File: src/design/complex_dc_blocker_core_macros.svh
// assertion macros shared by the dc blocker rtl
`ifndef COMPLEX_DC_BLOCKER_CORE_MACROS_SVH
`define COMPLEX_DC_BLOCKER_CORE_MACROS_SVH

`ifndef ASSERT_OFF
// clocked check, switched off while reset is high
`define CDB_ASSERT(lbl, clk, rst, prop, msg) \
  lbl: assert property (@(posedge clk) disable iff (rst) prop) else $error(msg);
// clocked check that also holds during reset
`define CDB_ASSERT_ALWAYS(lbl, clk, prop, msg) \
  lbl: assert property (@(posedge clk) prop) else $error(msg);
`else
`define CDB_ASSERT(lbl, clk, rst, prop, msg)
`define CDB_ASSERT_ALWAYS(lbl, clk, prop, msg)
`endif

`endif

File: src/design/cdb_delay_line.sv
// shift register delay line with enable, cleared by reset
`default_nettype none
module cdb_delay_line #(
  parameter int W = 32,
  parameter int N = 32
) (
  input  logic         clk,
  input  logic         rst,
  input  logic         en,
  input  logic [W-1:0] din,
  output logic [W-1:0] tail
);

  logic [W-1:0] taps [N];

  always_ff @(posedge clk) begin
    if (rst) begin
      for (int k = 0; k < N; k++) begin
        taps[k] <= '0;
      end
    end else if (en) begin
      taps[0] <= din;
      for (int k = 1; k < N; k++) begin
        taps[k] <= taps[k-1];
      end
    end
  end

  assign tail = taps[N-1];

endmodule
`default_nettype wire

File: config.mk
export PLATFORM = sky130hd
export DESIGN_NAME = cdb_delay_line
export DESIGN_NICKNAME = d
export VERILOG_FILES = /design/src/design/complex_dc_blocker_core_macros.svh /design/src/design/cdb_delay_line.sv
export SDC_FILE = /design/constraint.sdc
export NUM_CORES = 1
export LEC_CHECK = 0
export ABC_CLOCK_PERIOD_IN_PS = 37600
export BUFFER_PORTS_ARGS = -buffer_cell sky130_fd_sc_hd__buf_2
export CAP_MARGIN = 20
export CORE_MARGIN = 2
export CORE_UTILIZATION = 35
export DETAILED_ROUTE_END_ITERATION = 7
export GPL_TIMING_DRIVEN = 0
export PLACE_DENSITY_LB_ADDON = 0.15
export SLEW_MARGIN = 20
export SYNTH_ARGS = -nofsm -noshare
export SYNTH_HDL_FRONTEND = slang
export SYNTH_SLANG_ARGS = --single-unit
export TNS_END_PERCENT = 1
File: constraint.sdc
create_clock -name clk -period 37.6 [get_ports clk]
set_clock_uncertainty 0.2 [all_clocks]
set_input_delay 3.76 -clock clk [delete_from_list [all_inputs] [get_ports clk]]
set_output_delay 3.76 -clock clk [all_outputs]
set_load 0.01 [all_outputs]
# Word-level counts from Yosys, hierarchy flattened
# Memory sizes are Yosys's and may differ from the RTL's.
# Cells that the tools add are included.
op_classes:
  muxes: 37
  bitwise: 32
op_table:
  columns: ["operator", "n"]
  rows:
  - ["$mux 32", 32]
  - ["$or 1x1->1", 32]
  - ["$mux 1", 5]
totals:
  regBits: 0
  ramBits: 1024
  input_bits: 35
  out_inout_bits: 32
  wordCells: 70
  n_memories: 1
memory_table:
  columns: ["memory", "words", "width", "rd", "rd_clocked_by_memory_dff", "wr", "line", "rtl"]
  rows:
  - ["taps", 32, 32, 32, 0, 32, "cdb_delay_line.sv:14", "logic [W-1:0] taps [N];"]

# Longest topological paths before layout
depth:
  word_depth: 4
  ltp_mapped: 5
  mapped_depth_nobuf: 1

# Worst setup path after synthesis
# No wires, ideal clock.
synth_path:
  path_kind: "in2reg"
  start: "input port rst"
  end: "memory taps[0][0] (enable)"
  setup_ns: 0.978
  arrival_ns: 16.485
  t_required_ns: 36.422
  path_slack_ns: 19.937
  path_stages: 4
  path_buffers: 3
  path_cell_list: "buf_4 > buf_2 > clkbuf_1 > or2_2"
synth_rtl:
  columns: ["item", "line", "rtl"]
  rows:
  - ["start, declared", "cdb_delay_line.sv:8", "input logic rst,"]
  - ["end, declared", "cdb_delay_line.sv:14", null]

==> out/results.txt <==
The initial utilization of the core area, before any placement, comes to 35.3%. At the end of routability-driven placement, the weighted congestion stood at 0.717. STA classifies the critical path endpoint as a flop. After detailed routing, the met3 layer carries 2.79 mm of wire. Counting flops per register, the top entry is taps. The region available for standard cell placement spans 0.112 mm².

The clock transition at the registers of the reported paths came out at 0.06 ns. Count of final hold-check violations: 0. Cells fill 40.6% of the core in the end. The first global-routing pass estimated 98.0 mm of wire. The logs give 0.320 ns for the worst hold slack and 2294 for the post-synth net total. STA classifies the critical path startpoint as a primary input. The tools report the end of the worst register-to-register path as taps[1][141].

A synthesized cell averages 17.5 µm². In this run the worst path has a maximum fanout of 55. The run gives 0 as the max-slew violation count. The mapped netlist covers 0.0396 mm². The largest registers in the layout are taps: 1024 flops.

After layout, the worst path uses 17.7% of the clock period. The portion of synthesized cell area occupied by the leading cell type is 77.6%. The vertical extent of the die works out to 341 µm.

The area overhead of the layout relative to synthesis was 15.2%; the clock latency of the later-clocked register in the worst-skew pair was 0.68 ns. The net count of the finished layout came out at 2489. For this block, the initial DRC count from the detailed router was 1108. Across the run, the number of max-cap violations was 0.

The cell count after synthesis came out at 2259. Synthesis inferred 1024 register bits. The type of the worst setup path was in -> reg. 67 I/O pins were placed. The run gives 10.7% as the overall fraction of global-route tracks in use. The clock period minus final worst setup slack came out at 6.67 ns.

In the routed layout, each cell is associated on average with a via count of 4.37. The wire length on met1 was 24.7 mm. The tools report the detailed-route DRC error count as 0. Signal routing reaches up to met4. For the pin with the worst max-slew slack, the measured transition is 0.740 ns.

0 antenna diodes ended up in the layout. Timing would allow up to 0.150 GHz. In this run the horizontal extent of the chip is 341 µm. The maximum buffer depth of the clock tree is 3.

The logs give 36.44 ns for the minimum setup slack among reg-to-reg paths and 107 for the total clock buffers created by CTS. Summed over all nets, the half-perimeter wirelength after detailed placement is 41.2 mm. The clock sink count was 1024. The power per standard cell area came out at 53.8 mW/mm².

Most frequently used cell type in the post-synthesis netlist: edfxtp_1. The fraction of final layout cells sized beyond drive strength 1 was 13.7%; the sequential share of the synthesized area was 77.6%. Summed over all instances, the cell type with the most area after synthesis is edfxtp_1.

The required time of the worst setup path was 37.73 ns. The number of gates resized after CTS was 0. Setup repair after global routing left no endpoint under its margin. Dividing the detail-routed wire length by the instance count gives 15.3 µm. The logs give 50.7% for the max-slew headroom at the worst pin and 17600 for the overall via count from detail_route. TritonCTS built the clock tree. The most critical setup path has its startpoint at rst. The routed design has 61.7 mm of wire. The count of hold buffers inserted by post-cts repair is 0, and the standard cell area after detailed placement is 0.0424 mm². In this run the core area contains 123 standard-cell rows.

The finished cells cover 0.0457 mm². Wire segments on met2 add up to 32.5 mm in the final route. Yosys printed 0 warnings.

VDD sags by at most 0.0339 mV. Yosys mapped a number of flops with a built-in enable equal to 1024. Setup violations remaining at the end of the flow were counted as 0. The register with the most flip-flops in the layout has 1024 of them. For the number of antenna violations at the first check in global routing, the log shows 14.

The tools report the startpoint of the worst-slack reg-to-reg timing path as taps[1][109]. Input and output buffers added on the ports amount to 64. The class of the tightest hold or removal check was reg -> reg. The analysis attributes to cell leakage a power of 19.3 nW.

The number of levels the H-tree was split into is 3, and the number of detailed-routing iterations run before antenna repair is 5. The remaining antenna violation count after routing was 0; the arrival time reported for the critical path endpoint was 6.80 ns. The share of flip-flops with an asynchronous set or reset came out at 0%.

Ranked by total cell area, the synthesized netlist is headed by edfxtp_1 78%, and3b_1 13%, nor2b_1 7.1%. Capture point of the worst path: taps[0][65]. Summing internal, switching and leakage power gives 2.46 mW. The floorplan die area is 0.116 mm². The depth of the most critical reg-to-reg path was 1. In the synthesized netlist the dominant register cell turns out to be edfxtp_1. Yosys mapped the design onto 8 distinct sky130hd cell types. Entering global routing, the biggest net connects 60 pins. The tools report the post-route setup TNS as 0 ns. The tools report the number of global-route vias before repair as 18000.

Counting instances in the post-synthesis netlist gives the leading cell types as 1024 x edfxtp_1, 576 x and3b_1, 448 x nor2b_1. The flow ran to the end, and the final reports show no timing, DRC or antenna violations. Once the clock tree was built, the setup fixing pass inserted 0 buffers. For this run the aggregate overflow at the end of global routing stands at 0. CTS placed an instance of clkbuf_16 at the clock tree root.
## power by group
group | internal [mW] | leakage (nW) | switching, mW | total [mW]
Combinational | 0.0458 | 6.36 | 0.0606 | 0.106
Sequential | 1.34 | 11.3 | 0.0177 | 1.36
Clock | 0.575 | 1.61 | 0.418 | 0.993
## stage by stage
step	cells	setup slack, ns
after floorplan	2259	19.94
after global placement	3823	15.00
after detailed placement	3845	30.12
after CTS	4036	30.81
after global routing	4036	30.66
final	4036	30.93
## worst max-delay path: stages
cell and delay (ns):
buf_4 0.19, buf_2 0.32, clkbuf_1 0.50, or2_4 0.47, buf_16 0.32, buf_16 0.31
buf_12 0.28, buf_16 0.27, buf_12 0.27
## layer usage
metal / vias to the layer above / track usage, %
li1: 8719 / -
met1: 8512 / 12.6
met2: 275 / 19.4
met3: 114 / 2.32
met4: 0 / 3.65
met5: - / 0
## worst min-delay path by stage
stage | startpoint | endpoint | slack, ns | depth (start not counted)
after floorplan | taps[2][68] | taps[2][100] | 0.31 | 1
after global placement | taps[3][172] | taps[3][204] | 0.31 | 1
after detailed placement | taps[2][73] | taps[2][105] | 0.32 | 1
after CTS | taps[0][65] | taps[0][97] | 0.32 | 1
after global routing | taps[0][65] | taps[0][97] | 0.33 | 1
final | taps[2][55] | taps[2][87] | 0.32 | 1
## cells by family after synthesis
group	count (synthesis)	synth area share [%]
DFF	1024	77.6
buffers and inverters	210	2.61
and+or+nand+nor	1025	19.8
## layout by cell type, fill, tap and decap left out
cell / count
clkbuf_16: 107
edfxtp_1: 1024
buf_2: 148
buf_16: 12
or2_4: 1
clkbuf_1: 113
bufinv_16: 8
nor2b_1: 448
inv_16: 1
buf_6: 1
clkinv_1: 28
buf_12: 10
clkinvlp_4: 1
clkinv_16: 1
and3b_1: 576
inv_6: 3
buf_4: 36
clkinv_2: 18
## final cells by class
| class | instances | area (µm²) |
|---|---|---|
| Multi-Input combinational cell | 1025 | 7860 |
| Timing Repair Buffer | 86 | 851 |
| Tap cell | 1500 | 1880 |
| Fill cell | 10100 | 66700 |
| Clock buffer | 131 | 2770 |
| Sequential cell | 1024 | 30700 |
| Clock inverter | 60 | 519 |
| Buffer | 210 | 1040 |
Note: power is estimated with default switching activity, not from simulation.
