==> src/design/complex_dc_blocker_core_macros.svh <==
// assertion macros shared by the dc blocker rtl
`ifndef COMPLEX_DC_BLOCKER_CORE_MACROS_SVH
`define COMPLEX_DC_BLOCKER_CORE_MACROS_SVH

`ifndef ASSERT_OFF
// clocked check, switched off while reset is high
`define CDB_ASSERT(lbl, clk, rst, prop, msg) \
  lbl: assert property (@(posedge clk) disable iff (rst) prop) else $error(msg);
// clocked check that also holds during reset
`define CDB_ASSERT_ALWAYS(lbl, clk, prop, msg) \
  lbl: assert property (@(posedge clk) prop) else $error(msg);
`else
`define CDB_ASSERT(lbl, clk, rst, prop, msg)
`define CDB_ASSERT_ALWAYS(lbl, clk, prop, msg)
`endif

`endif

==> src/design/cdb_pkg.sv <==
// types and constants shared by the dc blocker modules
`default_nettype none
package cdb_pkg;

  localparam int SAMPLE_W = 16;
  localparam int RES_W    = 17;

  // one complex sample
  typedef struct packed {
    logic signed [SAMPLE_W-1:0] i;
    logic signed [SAMPLE_W-1:0] q;
  } sample_t;

  // side data that travels with an item along the cells
  typedef struct packed {
    logic signed [RES_W-1:0]    a_i;
    logic signed [RES_W-1:0]    a_q;
    logic signed [SAMPLE_W-1:0] d_i;
    logic signed [SAMPLE_W-1:0] d_q;
  } aux_t;

endpackage
`default_nettype wire

==> src/design/cdb_delay_line.sv <==
// shift register delay line with enable, cleared by reset
`default_nettype none
module cdb_delay_line #(
  parameter int W = 32,
  parameter int N = 32
) (
  input  logic         clk,
  input  logic         rst,
  input  logic         en,
  input  logic [W-1:0] din,
  output logic [W-1:0] tail
);

  logic [W-1:0] taps [N];

  always_ff @(posedge clk) begin
    if (rst) begin
      for (int k = 0; k < N; k++) begin
        taps[k] <= '0;
      end
    end else if (en) begin
      taps[0] <= din;
      for (int k = 1; k < N; k++) begin
        taps[k] <= taps[k-1];
      end
    end
  end

  assign tail = taps[N-1];

endmodule
`default_nettype wire

==> src/design/cdb_avg_cell.sv <==
// one moving average cell: running sum, sample history, side data register
`default_nettype none
`include "complex_dc_blocker_core_macros.svh"
module cdb_avg_cell #(
  parameter int DEPTH = 32
) (
  input  logic            clk,
  input  logic            rst,
  input  logic            in_vld,
  output logic            in_rdy,
  input  cdb_pkg::sample_t in_smp,
  input  cdb_pkg::aux_t    in_aux,
  output logic            out_vld,
  input  logic            out_rdy,
  output cdb_pkg::sample_t out_avg,
  output cdb_pkg::aux_t    out_aux,
  output cdb_pkg::sample_t tail
);

  localparam int LOG   = $clog2(DEPTH);
  localparam int SUM_W = cdb_pkg::SAMPLE_W + LOG;

  logic                    vld;
  logic                    take;
  logic signed [SUM_W-1:0] sum_i, sum_q, sum_i_next, sum_q_next;
  logic [$bits(cdb_pkg::sample_t)-1:0] old_bits;
  cdb_pkg::sample_t        old;
  cdb_pkg::aux_t           aux;

  assign in_rdy = !vld || out_rdy;
  assign take   = in_vld && in_rdy;

  // history: tail is the sample from DEPTH items back
  cdb_delay_line #(
    .W($bits(cdb_pkg::sample_t)),
    .N(DEPTH)
  ) u_hist (
    .clk (clk),
    .rst (rst),
    .en  (take),
    .din (in_smp),
    .tail(old_bits)
  );
  assign old = cdb_pkg::sample_t'(old_bits);

  assign sum_i_next = sum_i + SUM_W'(in_smp.i) - SUM_W'(old.i);
  assign sum_q_next = sum_q + SUM_W'(in_smp.q) - SUM_W'(old.q);

  always_ff @(posedge clk) begin
    if (rst) begin
      vld   <= 1'b0;
      sum_i <= '0;
      sum_q <= '0;
    end else begin
      if (in_rdy) begin
        vld <= in_vld;
      end
      if (take) begin
        sum_i <= sum_i_next;
        sum_q <= sum_q_next;
      end
    end
  end

  always_ff @(posedge clk) begin
    if (take) begin
      aux <= in_aux;
    end
  end

  // floor division by DEPTH is the upper part of the sum
  assign out_avg.i = sum_i[SUM_W-1:LOG];
  assign out_avg.q = sum_q[SUM_W-1:LOG];
  assign out_vld   = vld;
  assign out_aux   = aux;
  assign tail      = old;

  `CDB_ASSERT(a_take_fills, clk, rst, take |=> vld, "cell empty after transfer in")
  `CDB_ASSERT(a_hold_sum, clk, rst, !in_rdy |=> $stable(sum_i) && $stable(sum_q),
              "running sum moved while stalled")
  `CDB_ASSERT(a_stall_chain, clk, rst, vld && !out_rdy |-> !in_rdy,
              "full cell accepted while downstream stalled")

endmodule
`default_nettype wire

==> config.mk <==
export PLATFORM = sky130hd
export DESIGN_NAME = cdb_avg_cell
export DESIGN_NICKNAME = d
export VERILOG_FILES = /design/src/design/cdb_pkg.sv /design/src/design/cdb_delay_line.sv /design/src/design/cdb_avg_cell.sv
export VERILOG_INCLUDE_DIRS = /design/src /design/src/design
export SDC_FILE = /design/constraint.sdc
export NUM_CORES = 1
export LEC_CHECK = 0
export ABC_CLOCK_PERIOD_IN_PS = 45100
export BUFFER_PORTS_ARGS = -buffer_cell sky130_fd_sc_hd__buf_4
export CAP_MARGIN = 40
export CORE_MARGIN = 8
export CORE_UTILIZATION = 25
export CTS_CLUSTER_DIAMETER = 30
export DETAILED_ROUTE_END_ITERATION = 8
export GPL_TIMING_DRIVEN = 0
export SLEW_MARGIN = 20
export SYNTH_ARGS = -nofsm -noshare
export SYNTH_HDL_FRONTEND = slang
export SYNTH_SLANG_ARGS = --single-unit
==> constraint.sdc <==
create_clock -name clk -period 45.1 [get_ports clk]
set_input_delay 9.02 -clock clk [delete_from_list [all_inputs] [get_ports clk]]
set_output_delay 9.02 -clock clk [all_outputs]
set_load 0.02 [all_outputs]
# Word-level counts from Yosys, hierarchy flattened
# Memories as Yosys holds them, arrays and structs flattened.
# Cells that the tools add are included.
# word_totals
inputBits	102
ram_bits	1024
n_memories	1
output_inout_bits	132
ff_bits	109
# classes
n_reduce_logical	3
bitwise	32
addsub	4
mux	37
# mem_list
memory	words	word_bits	read_ports	rd_clocked_by_memory_dff	wr	line	text
u_hist.taps	32	32	32	0	32	cdb_delay_line.sv:14	logic [W-1:0] taps [N];
# op_table
cell	n
$mux W32	32
$add A21 B16 Y21	2
$sub A21 B16 Y21	2
$or A1 B1 Y1	32
$mux W1	5
$logic_and A1 B1 Y1	1
$logic_not A1 Y1	1
$logic_or A1 B1 Y1	1

# Longest topological paths before layout
# Gate-level depths: netlist of run 1.
# depth
word_depth	7
ltp_mapped	13
depth_no_buf	13

# Modules after synthesis
# A second synthesis of run 1 with hierarchy kept.
# hier_totals
hier_cells	3009
hier_area_um2	46826.2
# modules_own_cells
module	seq_area_each_um2	area_per_inst_um2	cells_each	instances
cdb_delay_line	30749.5	39639.3	2259	1
cdb_avg_cell	2842.7	7186.9	750	1

# Worst setup path before layout of run 1
# OpenSTA, ideal clock, no wires.
# synth_timing
kind	input-to-reg
from	input out_rdy
to	register sum_i[18]
cell_stages	8
path_buffers	2
arrival_time_ps	30611
required_ps	44178
setup_slack_ps	13567
path_cell_list	nand2b_1 -> nand2_1 -> inv_2 -> clkbuf_1 -> buf_2 -> nor2_1 -> inv_1 -> o221ai_1
# synth_via
elab_chain_len	2
# synth_lines
element	line	text
start: declaration	cdb_avg_cell.sv:14	input logic out_rdy,
$logic_or A1 B1 Y1	cdb_avg_cell.sv:30	assign in_rdy = !vld || out_rdy;
$logic_and A1 B1 Y1	cdb_avg_cell.sv:31	assign take = in_vld && in_rdy;
end signal: assignment	cdb_avg_cell.sv:59	sum_i <= sum_i_next;
end: declaration	cdb_avg_cell.sv:25	logic signed [SUM_W-1:0] sum_i, sum_q, sum_i_next, sum_q_next;
# No other way between the ends.
# A chain may end at the register's enable or synchronous reset.

# Worst setup path in the final report of run 1
# layout_timing
from	input out_rdy
to	output in_rdy
# layout_via
elab_chain_len	1
# layout_lines
element	line	text
$logic_or A1 B1 Y1	cdb_avg_cell.sv:30	
end: declaration	cdb_avg_cell.sv:10	output logic in_rdy,
# No other way between the ends.

==> results of run 1 <==
-- area by class of cell --
cell class                 instances  area, um^2  share of cell area (%)
antenna                            1        2.50                 0.00456
buffer                           226         973                    1.77
clock buffer                     163        3740                    6.81
clock inverter                   107        1210                    2.21
inverter                         162         616                    1.12
multi-input combinational       1449        9740                    17.7
sequential                      1133       33600                    61.2
tap                             2355        2950                    5.37
timing repair buffer             247        2090                    3.81
-- metal layers --
metal | routed length, um | vias to the layer above | track usage (%)
met4 | 1890 | 0 | 2.86
met5 | 0 | - | 0
li1 | - | 11600 | -
met1 | 37300 | 11600 | 11.2
met3 | 6270 | 130 | 2.34
met2 | 43700 | 619 | 14.7
-- critical path: stages --
cell and delay, ps:
buf_4 100, nand2b_1 160, buf_4 170
-- sequential cells by signal (all words and copies together) (netlist names) --
name and count:
out_aux 66, out_vld 1, sum_i 21, sum_q 21, u_hist.taps 1024
-- cell usage in the layout, fill, tap and decap left out, drive strengths merged, types with 11 or more instances in the layout --
master,synthesis,layout
a211oi,11,11
a21o,16,16
a21oi,49,49
and3,553,553
buf,42,289
bufinv,0,12
clkbuf,184,347
clkinv,0,43
clkinvlp,0,20
dfxtp,43,43
edfxtp,1090,1090
fa,40,40
ha,44,44
inv,162,194
nand2,52,52
nand3,13,13
nand4,11,11
nor2,60,60
nor2b,456,456
nor3,11,11
o21ai,23,23
-- cell families after synthesis --
group / count (synthesis) / synth area share (%)
compound gates: 156 / 2.28
xor+xnor: 17 / 0.332
fa+ha+maj: 84 / 3.01
buf+inv: 388 / 3.52
flops: 1133 / 74.8
mux: 5 / 0.117
simple gates: 1187 / 15.9
-- path summary, 6_finish.rpt --
kind                         start  cells after the start  slack (ps)                                 to
min reg2reg  sum_q[0]$_SDFFE_PP0P_                      2         460              sum_q[0]$_SDFFE_PP0P_
max                        out_rdy                      3       26630                             in_rdy
max reg2reg   out_vld$_SDFFE_PP0N_                     10       41080  u_hist.taps[13][14]$_SDFFCE_PN0P_
min          sum_q[0]$_SDFFE_PP0P_                      2         460              sum_q[0]$_SDFFE_PP0P_
-- stage by stage --
| stage | utilization (%) | hold WS [ps] | area (um^2) | instances |
|---|---|---|---|---|
| finish | 30.8 | 457 | 54900 | 5843 |
| floorplan | - | 432 | 44900 | 2970 |
| global route | 30.8 | 481 | 54900 | 5842 |
| detailed placement | 28.0 | 449 | 50000 | 5572 |
| CTS | 30.8 | 457 | 54900 | 5842 |
| global placement | 27.8 | 444 | 49600 | 5557 |
-- power by group through the flow --
stage	clock, mW	combinational (mW)	sequential, mW
6_report	1.15	0.419	1.29
5_1_grt	1.22	0.463	1.30
4_1_cts	1.18	0.418	1.29
3_5_place_dp	0	0.415	1.31
3_3_place_gp	0	0.405	1.37
2_1_floorplan	0	0.288	1.35
==> impl_summary.log, run 1 <==
[metrics] outcome: finished clean
[metrics] total number of yosys warnings: 0
[metrics] first-pass GRT wire length: between 100,000 and 150,000 um
[metrics] Max Slew Vio Count: 0
[metrics] cells resized by post-CTS repair: 0
[metrics] combinational fraction of design power: roughly 15%
[metrics] DRT Pass-1 Iters: 5
[metrics] Final Skew: between 20 and 30 ps
[metrics] final period demand of the worst path: between 15,000 and 20,000 ps
[metrics] remaining global-route overflow: 0
[metrics] most used flip-flop cell after synthesis: edfxtp_1
[metrics] floorplan die area: between 0.15 and 0.2 mm^2
[metrics] Detailed Place HPWL: between 60,000 and 70,000 um
[metrics] Die Y-Extent: ~440 um
[metrics] via/cell ratio: 4.09
[metrics] CTS tree: done
[metrics] number of distinct standard cells referenced by the synthesized netlist: roughly 60
[metrics] switching power total: roughly 0.75 mW
[metrics] Reg power frac: around 45%
[metrics] Worst Path Max Fanout: 3
[metrics] instance count of the mapped netlist: 2,970
[metrics] final total power: 2.86 mW
[metrics] CP Data Arrival Time: roughly 9500 ps
[metrics] total of flip-flops plus latches after synthesis: approximately 1.1k
[metrics] DRC marker count from the first detailed-route iteration: 2,054
[metrics] proportion of netlist area held by the largest area contributor: 72.9%
[metrics] average wire per cell in the routed design: 15.3 um
[metrics] total power divided by cell area: 52.1 mW/mm^2
[metrics] clock tree root driver cell: clkbuf_16
[metrics] Worst-Margin Slew: approximately 820 ps
[metrics] sequential share of the synthesized area: roughly 75%
[metrics] routability-driven placement congestion ratio: 0.902
[metrics] filler cell count in the final layout: approximately 17k
[metrics] count of final setup violators: 0
[metrics] most frequently used cell type in the post-synthesis netlist: edfxtp_1
[metrics] share of the clock period used by the worst path: 41.0%
[metrics] final WL: slightly below 90,000 um
[metrics] type of element capturing the critical path: output pin
[metrics] Peak supply drop: roughly 0.000032 V
[metrics] headroom to the max-slew limit: between 40% and 50%
[metrics] setup_tns: 0 ps
[metrics] Mapped Avg Cell Area: ~15 um^2
[metrics] number of buffers between clock root and the deepest sink: 3
[metrics] area of the mapped netlist: 0.0449 mm^2
[metrics] standard-cell row count: ~160
[metrics] via count of the first global-routing pass: between 20k and 25k
[metrics] static power due to leakage: 22.6 nW
[metrics] cell taking the most area after synthesis: edfxtp_1
[metrics] proportion of layout cells with a drive suffix above 1: about 15%
[metrics] initial antenna violation count: 4
[metrics] synthesized net count: 3,156
[metrics] total CTS buffers: roughly 150
[metrics] relative contribution of the clock network to total power: 40.3%
[metrics] CP Launch Type: primary input
[metrics] Worst EP required: ~36,000 ps
[metrics] routed via count: 23.9k
[metrics] Area Growth Syn to Fin: 22.3%
[metrics] Worst Hold Class: flip-flop to flip-flop
[metrics] top post-synthesis cells by area: edfxtp_1, and3_1, nor2b_1
[metrics] nets: ~3.6k
[metrics] area of the core: 0.178 mm^2
[metrics] CTS sink count: 1,133
[metrics] horizontal extent of the die: 440 um
[metrics] all-layer global routing usage: 8.82%
[metrics] peak clock frequency supported by timing: between 0.05 and 0.06 GHz
[metrics] number of placed I/O pins: approximately 230
[metrics] share of flip-flops with an asynchronous set or reset: 0%
[metrics] Internal Pwr Total: approximately 2.1 mW
[metrics] insertion delay of the later-clocked pin in the worst-skew pair: roughly 750 ps
[metrics] Post-synth top cells: edfxtp_1, and3_1, nor2b_1, clkbuf_1, inv_1
[metrics] CTS clock-pin slew for the worst setup and hold paths: approximately 50 ps
[metrics] setup repair after global routing missed its margin: no
[metrics] pin count of the biggest net entering global routing: ~130
[metrics] initial standard-cell utilization of the core: between 20% and 30%
[metrics] number of synthesized flops with an enable pin: ~1.1k
[metrics] switching power share of the total: around a quarter
[metrics] Post-DRT Antenna Nets: 0
[metrics] pre-CTS worst setup slack: around 27,000 ps
[metrics] count of buffers inserted at the top-level ports: 232
[metrics] number of maximum-capacitance violations: 0
[metrics] number of endpoints with negative hold slack in the final report: 0
[metrics] cts hold-fix bufs: 0
[metrics] H-tree levels: 4
[metrics] final critical-path setup slack: 26,630 ps
[metrics] CP Class: primary input to output pin
[metrics] drc violations: 0
[metrics] number of setup buffers added after CTS: 0
Power figures use the tool's default switching activity.
==> inputs of run 2 (changes only) <==
--- a/config.mk
+++ b/config.mk
@@ -6,7 +6,7 @@
 export SDC_FILE = /design/constraint.sdc
 export NUM_CORES = 1
 export LEC_CHECK = 0
-export ABC_CLOCK_PERIOD_IN_PS = 45100
+export ABC_CLOCK_PERIOD_IN_PS = 15200
 export BUFFER_PORTS_ARGS = -buffer_cell sky130_fd_sc_hd__buf_4
 export CAP_MARGIN = 40
 export CORE_MARGIN = 8
==> constraint.sdc (replaced) <==
create_clock -name clk -period 15.2 [get_ports clk]
set_input_delay 3.04 -clock clk [delete_from_list [all_inputs] [get_ports clk]]
set_output_delay 3.04 -clock clk [all_outputs]
set_load 0.02 [all_outputs]
==> impl_summary.log, run 2 (same netlist as run 1, synthesis figures left out) <==
[metrics] outcome: finished clean
[metrics] all-layer global routing usage: under 10%
[metrics] initial antenna violation count: 7
[metrics] Worst Path Max Fanout: 3
[metrics] number of buffers between clock root and the deepest sink: 3
[metrics] Peak supply drop: around 0.000089 V
[metrics] first-pass GRT wire length: approximately 140,000 um
[metrics] standard-cell row count: roughly 160
[metrics] count of buffering cells on the critical path with inverters included: 2
[metrics] Crit path max-delay family: buffers and inverters
[metrics] horizontal extent of the die: 440 um
[metrics] count of final setup violators: 0
[metrics] most frequent cell on the critical path: buf_4
[metrics] CP peak stage delay: approximately 160 ps
[metrics] number of setup buffers added after CTS: 0
[metrics] Area Growth Syn to Fin: 23.7%
[metrics] headroom to the max-slew limit: between 40% and 50%
[metrics] average wire per cell in the routed design: 15.4 um
[metrics] final period demand of the worst path: 6500 ps
[metrics] type of element capturing the critical path: output pin
[metrics] setup repair after global routing missed its margin: no
[metrics] via/cell ratio: 4.11
[metrics] cells resized by post-CTS repair: 0
[metrics] Worst-Margin Slew: approximately 860 ps
[metrics] number of maximum-capacitance violations: 0
[metrics] register-to-register path setup slack: 11,670 ps
[metrics] clock tree root driver cell: clkbuf_16
[metrics] peak clock frequency supported by timing: 0.154 GHz
[metrics] CP Launch Type: primary input
[metrics] cells along the critical path: buf_4 -> nand2b_4 -> buf_4
[metrics] total power divided by cell area: around 160 mW/mm^2
[metrics] final cell area excluding filler cells: 0.0556 mm^2
[metrics] routed via count: ~24k
[metrics] number of endpoints with negative hold slack in the final report: 0
[metrics] remaining global-route overflow: 0
[metrics] drc violations: 0
[metrics] Detailed Place HPWL: roughly 65,000 um
[metrics] H-tree levels: 4
[metrics] Antenna Diode Count: 0
[metrics] CP Class: primary input to output pin
[metrics] CTS tree: done
[metrics] placed standard-cell area: 0.0504 mm^2
[metrics] via count of the first global-routing pass: ~24k
[metrics] register ranked first by flip-flop count: u_hist.taps
[metrics] filler cell count in the final layout: between 15k and 20k
[metrics] count of buffers inserted at the top-level ports: about 230
[metrics] routability-driven placement congestion ratio: 0.887
[metrics] floorplan die area: 0.193 mm^2
[metrics] Worst Hold Margin: between 400 and 500 ps
[metrics] area of the core: about 0.18 mm^2
[metrics] DRC marker count from the first detailed-route iteration: roughly 1.8k
[metrics] Die Y-Extent: approximately 440 um
[metrics] insertion delay of the later-clocked pin in the worst-skew pair: around 750 ps
[metrics] nets: 3,575
[metrics] Register Area: ~0.034 mm^2
[metrics] Worst Hold Class: flip-flop to flip-flop
[metrics] area used by multi-input combinational logic: about 0.0098 mm^2
[metrics] cts hold-fix bufs: 0
[metrics] Final Skew: 33.4 ps
[metrics] max FFs per register: between 1k and 1.5k
[metrics] final WL: roughly 90,000 um
[metrics] Worst EP required: 12,160 ps
[metrics] Max Slew Vio Count: 0
[metrics] number of placed I/O pins: roughly 230
[metrics] Post-DRT Antenna Nets: 0
[metrics] CTS clock-pin slew for the worst setup and hold paths: 50 ps
[metrics] proportion of layout cells with a drive suffix above 1: 16.3%
[metrics] DRT Pass-1 Iters: 7
[metrics] commonest non-fill, non-tap cells in the layout: edfxtp_1, and3_1, nor2b_1
[metrics] static power due to leakage: about 23 nW
[metrics] CP Data Arrival Time: about 3500 ps
[metrics] CTS sink count: roughly 1.1k
[metrics] share of the clock period used by the worst path: 42.7%
[metrics] total CTS buffers: 148
[metrics] most frequent standard cell in the layout excluding fill and tap cells: edfxtp_1
[metrics] cell with the biggest individual delay on the critical path: buf_4
[metrics] pin count of the biggest net entering global routing: 40
[metrics] initial standard-cell utilization of the core: 25.2%
[run 2: changes by cell type in the layout (fill, tap and decap cells not counted), sizes merged]
cell	change
buf	+22
clkbuf	-6
bufinv	+5
clkinv	+4
clkinvlp	-1
diode	-1
[run 2: metrics by stage]
stage / std cells / setup slack (ps) / utilization, % / setup TNS [ps] / power, mW
after floorplan: 2970 / -4390 / - / -4509940 / 4.81
after global placement: 5557 / -10460 / 27.8 / - / 5.23
after detailed placement: 5594 / 8700 / 28.3 / 0 / 5.14
after CTS: 5866 / 8700 / 31.1 / 0 / 8.73
after global routing: 5866 / 8690 / 31.1 / 0 / 9.01
final: 5866 / 8700 / 31.1 / 0 / 8.64
[run 2: report_power, final]
part / total (mW) / switching [mW] / internal [mW]
logic: 1.26 / 0.744 / 0.515
clock network: 3.56 / 1.41 / 2.15
registers: 3.82 / 0.106 / 3.72
[run 2: worst paths after layout]
check | from | to | cells after the start
min reg2reg | sum_i[3]$_SDFFE_PP0P_ | sum_i[3]$_SDFFE_PP0P_ | 2
max reg2reg | u_hist.taps[31][4]$_SDFFCE_PP0P_ | sum_q[20]$_SDFFE_PP0P_ | 10
min | sum_i[3]$_SDFFE_PP0P_ | sum_i[3]$_SDFFE_PP0P_ | 2
max | out_rdy | in_rdy | 3
[run 2: area by class of cell]
type	count	area share (%)
buffer	226	1.78
clock buffer	157	6.80
clock inverter	115	2.47
inverter	162	1.11
multi-input combinational	1449	17.6
sequential	1133	60.5
tap	2355	5.30
timing repair buffer	269	4.51
[run 2: per-layer routing]
layer / up-vias / GRT usage [%] / routed length [um]
li1: 11600 / - / -
met3: 152 / 2.09 / 4950
met4: 0 / 2.87 / 1930
met2: 521 / 14.8 / 43700
met1: 11800 / 11.8 / 39500
met5: - / 0 / 0
[run 2: worst reg2reg max path: cells and delay by family, from the launching register on]
family          cells  cell delay [ps]
mux                 1              340
compound gates      4             1170
flops               1              530
buf+inv             1               40
simple gates        2              440
fa+ha+maj           2              890
